`config.mk`:
```
export PLATFORM = sky130hd
export DESIGN_NAME = pcm_float_sample_converter
export DESIGN_NICKNAME = d
export VERILOG_FILES = /design/src/rtl/pfsc_pkg.sv /design/src/rtl/pfsc_convert.sv /design/src/rtl/pcm_float_sample_converter.sv
export SDC_FILE = /design/constraint.sdc
export NUM_CORES = 1
export LEC_CHECK = 0
export BUFFER_PORTS_ARGS = -buffer_cell sky130_fd_sc_hd__buf_2
export CORE_MARGIN = 1
export CORE_UTILIZATION = 44
export DETAILED_ROUTE_END_ITERATION = 8
export HOLD_SLACK_MARGIN = 0.12
export PLACE_DENSITY = 0.72
export SLEW_MARGIN = 30
export SYNTH_ARGS = -nofsm -noshare
export SYNTH_HDL_FRONTEND = slang
export SYNTH_HIERARCHICAL = 1
export SYNTH_SLANG_ARGS = --single-unit
```
`constraint.sdc`:
```
create_clock -name i_clk -period 7.5 [get_ports i_clk]
set_clock_uncertainty 0.2 [all_clocks]
set_input_delay 0.375 -clock i_clk [delete_from_list [all_inputs] [get_ports i_clk]]
set_output_delay 0.375 -clock i_clk [all_outputs]
set_load 0.05 [all_outputs]
```
`src/rtl/pfsc_pkg.sv`:
```
// package with format codes, operation codes and float constants for the sample converter
`timescale 1ns / 1ps
`default_nettype none
package pfsc_pkg;
    localparam logic [1:0] FMT_FLOAT32 = 2'd0;
    localparam logic [1:0] FMT_INT32   = 2'd1;
    localparam logic [1:0] FMT_INT24   = 2'd2;
    localparam logic [1:0] FMT_INT16   = 2'd3;
    localparam logic OP_TO_FLOAT   = 1'b0;
    localparam logic OP_FROM_FLOAT = 1'b1;
    localparam logic [31:0] F32_ONE = 32'h3F80_0000;
    localparam logic [31:0] F32_SIGN = 32'h8000_0000;
    localparam logic [31:0] F32_ABS = 32'h7FFF_FFFF;

    // input word held between the input register and the conversion logic
    typedef struct packed {
        logic        operation;
        logic [31:0] sample_word;
        logic        end_of_buffer;
    } t_in_word;
endpackage
`default_nettype wire

```
`src/rtl/pfsc_convert.sv`:
```
// combinational conversion between pcm integer formats and float32 bits
`timescale 1ns / 1ps
`default_nettype none
module pfsc_convert
    import pfsc_pkg::*;
(
    input  wire logic [1:0]  i_format,
    input  wire logic        i_operation,
    input  wire logic [31:0] i_word,
    output logic [31:0]      o_result
);
    logic [31:0] w;
    logic        neg_i;
    logic [31:0] mag;
    logic [4:0]  p;
    logic [5:0]  nm1;
    logic [31:0] norm;
    logic [23:0] mant;
    logic        rnd;
    logic [24:0] mant_r;
    logic [7:0]  ex;
    logic [31:0] to_f;
    logic [7:0]  fexp;
    logic [30:0] fabs;
    logic        fneg;
    logic [23:0] fm;
    logic [8:0]  lsh;
    logic [8:0]  shl;
    logic [8:0]  shr;
    logic [31:0] v;
    logic [31:0] vs;
    logic [31:0] mask;
    logic [31:0] from_i;
    logic [31:0] clampf;

    always_comb begin
        case (i_format)
            FMT_INT32: begin nm1 = 6'd31; mask = 32'hFFFF_FFFF; end
            FMT_INT24: begin nm1 = 6'd23; mask = 32'h00FF_FFFF; end
            default:   begin nm1 = 6'd15; mask = 32'h0000_FFFF; end
        endcase
        // sign-extend low n bits
        case (i_format)
            FMT_INT32: w = i_word;
            FMT_INT24: w = {{8{i_word[23]}}, i_word[23:0]};
            default:   w = {{16{i_word[15]}}, i_word[15:0]};
        endcase
        neg_i = w[31];
        mag = neg_i ? (32'd0 - w) : w;
        p = 5'd0;
        for (int k = 0; k < 32; k++) begin
            if (mag[k]) p = 5'(k);
        end
        norm = mag << (5'd31 - p);
        mant = norm[31:8];
        // round to nearest even on the dropped bits
        rnd = norm[7] && ((norm[6:0] != 7'd0) || norm[8]);
        mant_r = {1'b0, mant} + {24'd0, rnd};
        ex = 8'(8'd127 + {3'd0, p} - {2'd0, nm1});
        if (mant_r[24]) begin
            ex = ex + 8'd1;
        end
        to_f = (mag == 32'd0) ? 32'd0 :
            {neg_i, ex, (mant_r[24] ? mant_r[23:1] : mant_r[22:0])};

        fexp = i_word[30:23];
        fabs = i_word[30:0];
        fneg = i_word[31];
        fm = {(fexp != 8'd0), i_word[22:0]};
        // scale is exp + (n-1) - 150 with subnormal exp as 1; int32 can shift left
        lsh = {1'b0, (fexp == 8'd0) ? 8'd1 : fexp} + {3'd0, nm1};
        shl = lsh - 9'd150;
        shr = 9'd150 - lsh;
        if (lsh >= 9'd150) begin
            v = {8'd0, fm} << shl[4:0];
        end else begin
            v = (shr >= 9'd32) ? 32'd0 : ({8'd0, fm} >> shr[4:0]);
        end
        vs = fneg ? (32'd0 - v) : v;
        if (fexp == 8'hFF || fabs == 31'd0) begin
            from_i = 32'd0;
        end else if ({1'b0, fabs} >= F32_ONE) begin
            from_i = (fneg ? (32'd1 << nm1) : ((32'd1 << nm1) - 32'd1)) & mask;
        end else begin
            from_i = vs & mask;
        end

        if (fexp == 8'hFF) begin
            clampf = 32'd0;
        end else if ({1'b0, fabs} > F32_ONE) begin
            clampf = (i_word & F32_SIGN) | F32_ONE;
        end else begin
            clampf = i_word;
        end

        if (i_format == FMT_FLOAT32) begin
            o_result = (i_operation == OP_FROM_FLOAT) ? clampf : i_word;
        end else begin
            o_result = (i_operation == OP_FROM_FLOAT) ? from_i : to_f;
        end
    end
endmodule
`default_nettype wire

```
`src/rtl/pcm_float_sample_converter.sv`:
```
// top level: input register, conversion logic and output register
// result path: input register, combinational conversion, then output register; an output stall holds both
// throughput: one word per cycle while downstream keeps i_ready high, set by the single-pass conversion stage
// both stages advance when downstream space frees, so no bubbles under flow
// reset: synchronous active-low; clears valid flags and format to float32
`timescale 1ns / 1ps
`default_nettype none
module pcm_float_sample_converter
    import pfsc_pkg::*;
(
    input  wire logic        i_clk,
    input  wire logic        i_rst_n,
    input  wire logic        i_cfg_we,
    input  wire logic [1:0]  i_cfg_sample_format,
    input  wire logic        i_valid,
    output logic             o_ready,
    input  wire logic        i_operation,
    input  wire logic [31:0] i_sample_word,
    input  wire logic        i_end_of_buffer,
    output logic             o_valid,
    input  wire logic        i_ready,
    output logic [31:0]      o_result_word,
    output logic             o_last_sample
);
    logic [1:0]  r_format;
    logic        r_in_vld;
    t_in_word    r_in;
    logic        r_out_vld;
    logic [31:0] r_out_word;
    logic        r_out_last;
    logic [31:0] conv;
    logic        adv_out;

    assign adv_out = !r_out_vld || i_ready;
    assign o_ready = !r_in_vld || adv_out;

    pfsc_convert u_conv (
        .i_format   (r_format),
        .i_operation(r_in.operation),
        .i_word     (r_in.sample_word),
        .o_result   (conv)
    );

    always_ff @(posedge i_clk) begin
        if (!i_rst_n) begin
            r_format  <= FMT_FLOAT32;
            r_in_vld  <= 1'b0;
            r_out_vld <= 1'b0;
        end else begin
            if (i_cfg_we) begin
                r_format <= i_cfg_sample_format;
            end
            if (o_ready) begin
                r_in_vld <= i_valid;
            end
            if (adv_out) begin
                r_out_vld <= r_in_vld;
            end
        end
    end

    always_ff @(posedge i_clk) begin
        if (o_ready) begin
            r_in <= '{operation: i_operation, sample_word: i_sample_word,
                      end_of_buffer: i_end_of_buffer};
        end
        if (adv_out && r_in_vld) begin
            r_out_word <= conv;
            r_out_last <= r_in.end_of_buffer;
        end
    end

    assign o_valid = r_out_vld;
    assign o_result_word = r_out_word;
    assign o_last_sample = r_out_last;

`ifndef SYNTHESIS
    a_stall_hold: assert property (@(posedge i_clk) disable iff (!i_rst_n)
        r_out_vld && !i_ready |=> r_out_vld && $stable(r_out_word))
        else $error("result word changed under stall");
    a_in_to_out: assert property (@(posedge i_clk) disable iff (!i_rst_n)
        r_in_vld && adv_out |=> r_out_vld)
        else $error("staged word lost");
    a_in_hold: assert property (@(posedge i_clk) disable iff (!i_rst_n)
        r_in_vld && !adv_out |=> r_in_vld && $stable(r_in))
        else $error("input stage overwritten");
`endif
endmodule
`default_nettype wire

```
==> flow_summary.yaml <==
clock_tree:
  cts_buffers: 9
  clock-sinks: 71
  cts.htree.levels: 3
  clock_path_buffers: 2
  cts_tree: "yes"
  cts_root_buf: "clkbuf_16"
  insertion_delay_ps: 350
  clk_pin_slew_ps: 60
setup_path:
  end_kind: "register"
  reg2regPathDepth: 21
  regToRegStartpoint: "r_in[2]"
  critical_path_class: "reg2reg"
  critPathMostFrequentCell: "nand4_2"
  cp_data_required_time_ps: 7370
  worstPathBufferInverterCount: 3
  reg2reg_slack_ps: 270
  crit_slowest_cell: "o41ai_1"
  crit_path_max_fanout: 18
  max_stage_delay_ps: 540
  critical_path.top_delay_family: "simple AND/OR/NAND/NOR gates"
  cp-start-kind: "register"
  worstPathArrival_ps: 7090
  cp_cell_sequence: "inv_1, ha_1, nor3b_4, and4_1, and3_1, a31oi_1, xnor2_1, nand4_2, a21oi_2, nor2_1, buf_12, o41ai_1, o21bai_1, nand3_1, a211oi_1, nand4_2, nor3_1, nand2_2, buf_4, nand2_1, o21ai_0"
  r2r-end: "o_result_word[15]"
synthesis:
  ys_types: 111
  synthFlopType: "edfxtp_1"
  ys_seq_area_frac: 0.1690
  avgSynthCellArea_um2: 7.759
  synth_cells: 1595
  syn-cell-area_mm2: 0.01238
  yosysMostFrequentCell: "nand2_1"
  synth_seq_cells: 71
  syn_nets: 1654
  synth_edf_count: 67
  yosys_warnings: 6
  synth_top_area_cell: "edfxtp_1"
  synth_area_leaders: "edfxtp_1 16%, mux2i_1 7.9%, mux4_2 4.9%"
  async_flop_share: 0
  yosysTopAreaCellShare: 0.1626
  synth_commonest_cells: "154 x nand2_1, 116 x nor2_1, 102 x o21ai_0"
die:
  row_count: 61
  io_pins: 76
  core_area_mm2: 0.02771
  die_y_um: 169.7
  die_area_mm2: 0.02880
  chipWidth_um: 169.7
  start_util: 0.4467
finish:
  diodes: 0
  final_net_count: 1755
  seq_area_mm2: 0.002092
  nFillCells: 2653
  drive_gt1_frac: 0.1934
  area_growth_pct: 15.91
  multi_input_area_mm2: 0.009677
pwr:
  p_int_uw: 1807
  vdd_ir_drop_max_uv: 131.4
  seq_power_share: 0.126
  total_power_uw: 3973
  p_sw_frac: 0.5453
  power.share.combinational: 0.749
  p_clk_frac: 0.125
  p_sw_uw: 2167
  leakagePower_uw: 0.005380
  p_per_area_mw_per_mm2: 277.0
timing:
  hold_violations: 0
  setup_viol: 0
  worst_slew_pin_slew_ps: 931.0
  rsz0062_at_grt: "false"
  fin_crit_sh: 0.9634
  fin_setup_tns_ps: 0
  drv_slew: 0
  maxSlewHeadroom: 0.3794
  fmax_ghz: 0.1384
  fin_crit_ps: 7226
grt:
  grt_max_degree: 60
  antenna_found_initial: 2
  grt_pass1_vias: 13539
  grt_use_total: 0.3736
  grt_first_pass_wirelength_mm: 81.65
  grt-ovfl-total: 0
min_path:
  min_path_cells: 3
  hp-class: "in2reg"
  hold_start: "i_cfg_sample_format[0]"
  hold_end: "r_format[0]"
drt:
  drtIter0Drc: 2461
  num_vias: 14648
  first_pass_iters: 8
  drc: 0
  wl_per_cell_um: 26.14
  viasPerCell: 7.046
  wirelength_mm: 54.35
  antenna_left: 0
placement:
  dp_hpwl_mm: 41.15
  portBuffers: 75
  globalplace.congestion: 1.051
run:
  cap_violations: 0
outcome:
  outcome: "finished, final reports clean"
## area by class of cell
type	instances	area share
Timing Repair Buffer	226	0.1141
Sequential cell	71	0.1458
Clock buffer	10	0.01666
Tap cell	378	0.03297
Multi-Input combinational cell	1352	0.6746
Clock inverter	6	0.006454
Inverter	36	0.009420
## routing by layer
layer,up-vias,track usage,part of all wire
met4,2,0.1524,0.043
met1,6929,0.5082,0.40
met2,1104,0.5704,0.43
met3,187,0.08116,0.13
met5,-,0,0.00024
li1,6426,-,-
## timing repair
item,4_1_cts,5_1_grt
gates resized for setup,0,14
hold endpoints to repair,38,0
buffers inserted,0,0
setup endpoints to repair,0,31
hold buffers,38,0
## kinds of logic (layout without fill, tap and decap cells)
family,after synthesis,in the layout,share of synthesized area
compound gates,569,569,0.3274
xor+xnor,90,90,0.06430
fa+ha+maj,18,18,0.01880
buf+inv,172,278,0.05813
flops,71,71,0.1690
mux,135,135,0.1384
simple gates,540,540,0.2239
## through the flow
step	hold slack [ps]	utilization	setup slack, ps	std cells	instance area, um2
after global routing	143.9	0.5178	15.08	2079	14350
after CTS	121.1	0.5148	241.0	2079	14260
final	117.1	0.5178	274.2	2079	14350
after floorplan	200.3	-	105.3	1595	12400
after global placement	226.8	0.4881	329.5	2024	13520
after detailed placement	230.5	0.4891	281.3	2025	13550
## cell usage in the layout, fill, tap and decap left out, types with 21 or more instances in the layout
cell type / count
nor4_1: 23
a21oi_1: 98
xor2_1: 41
a31oi_1: 23
nor2_1: 115
nand2_1: 154
nand3_1: 48
dlygate4sd3_1: 38
mux2i_1: 98
mux4_2: 27
o211ai_1: 50
o21ai_0: 102
inv_1: 33
o22ai_1: 34
edfxtp_1: 67
a211oi_1: 32
buf_2: 75
xnor2_1: 41
buf_4: 111
nor3_1: 52
or3_1: 21
## flip-flops by register name, summed over array words and instances (netlist names)
| signal | flops |
|---|---|
| o_last_sample | 1 |
| o_result_word | 32 |
| o_valid | 1 |
| r_format | 2 |
| r_in | 34 |
| r_in_vld | 1 |
## worst max path at each step
stage / start / to / slack (ps) / cells past startpoint
2_1_floorplan: r_in[27] / o_result_word[23] / 110 / 27
3_3_place_gp: r_format[0] / o_result_word[12] / 330 / 21
3_5_place_dp: r_format[0] / o_result_word[16] / 280 / 21
4_1_cts: r_format[0] / o_result_word[16] / 240 / 21
5_1_grt: r_in[2] / o_result_word[25] / 20 / 22
6_report: r_in[2] / o_result_word[15] / 270 / 21
## power groups by stage
stage	clock network [uW]	logic [uW]	registers (uW)
global route	517	3120	500
floorplan	0	1890	546
CTS	502	2820	497
detailed placement	0	2790	506
finish	497	2980	499
global placement	0	2800	505
## worst min-delay path, stage by stage
cell     delay (ps)
buf_2            90
mux2i_1          60
nor2b_1         100
Power figures use the tool's default switching activity.
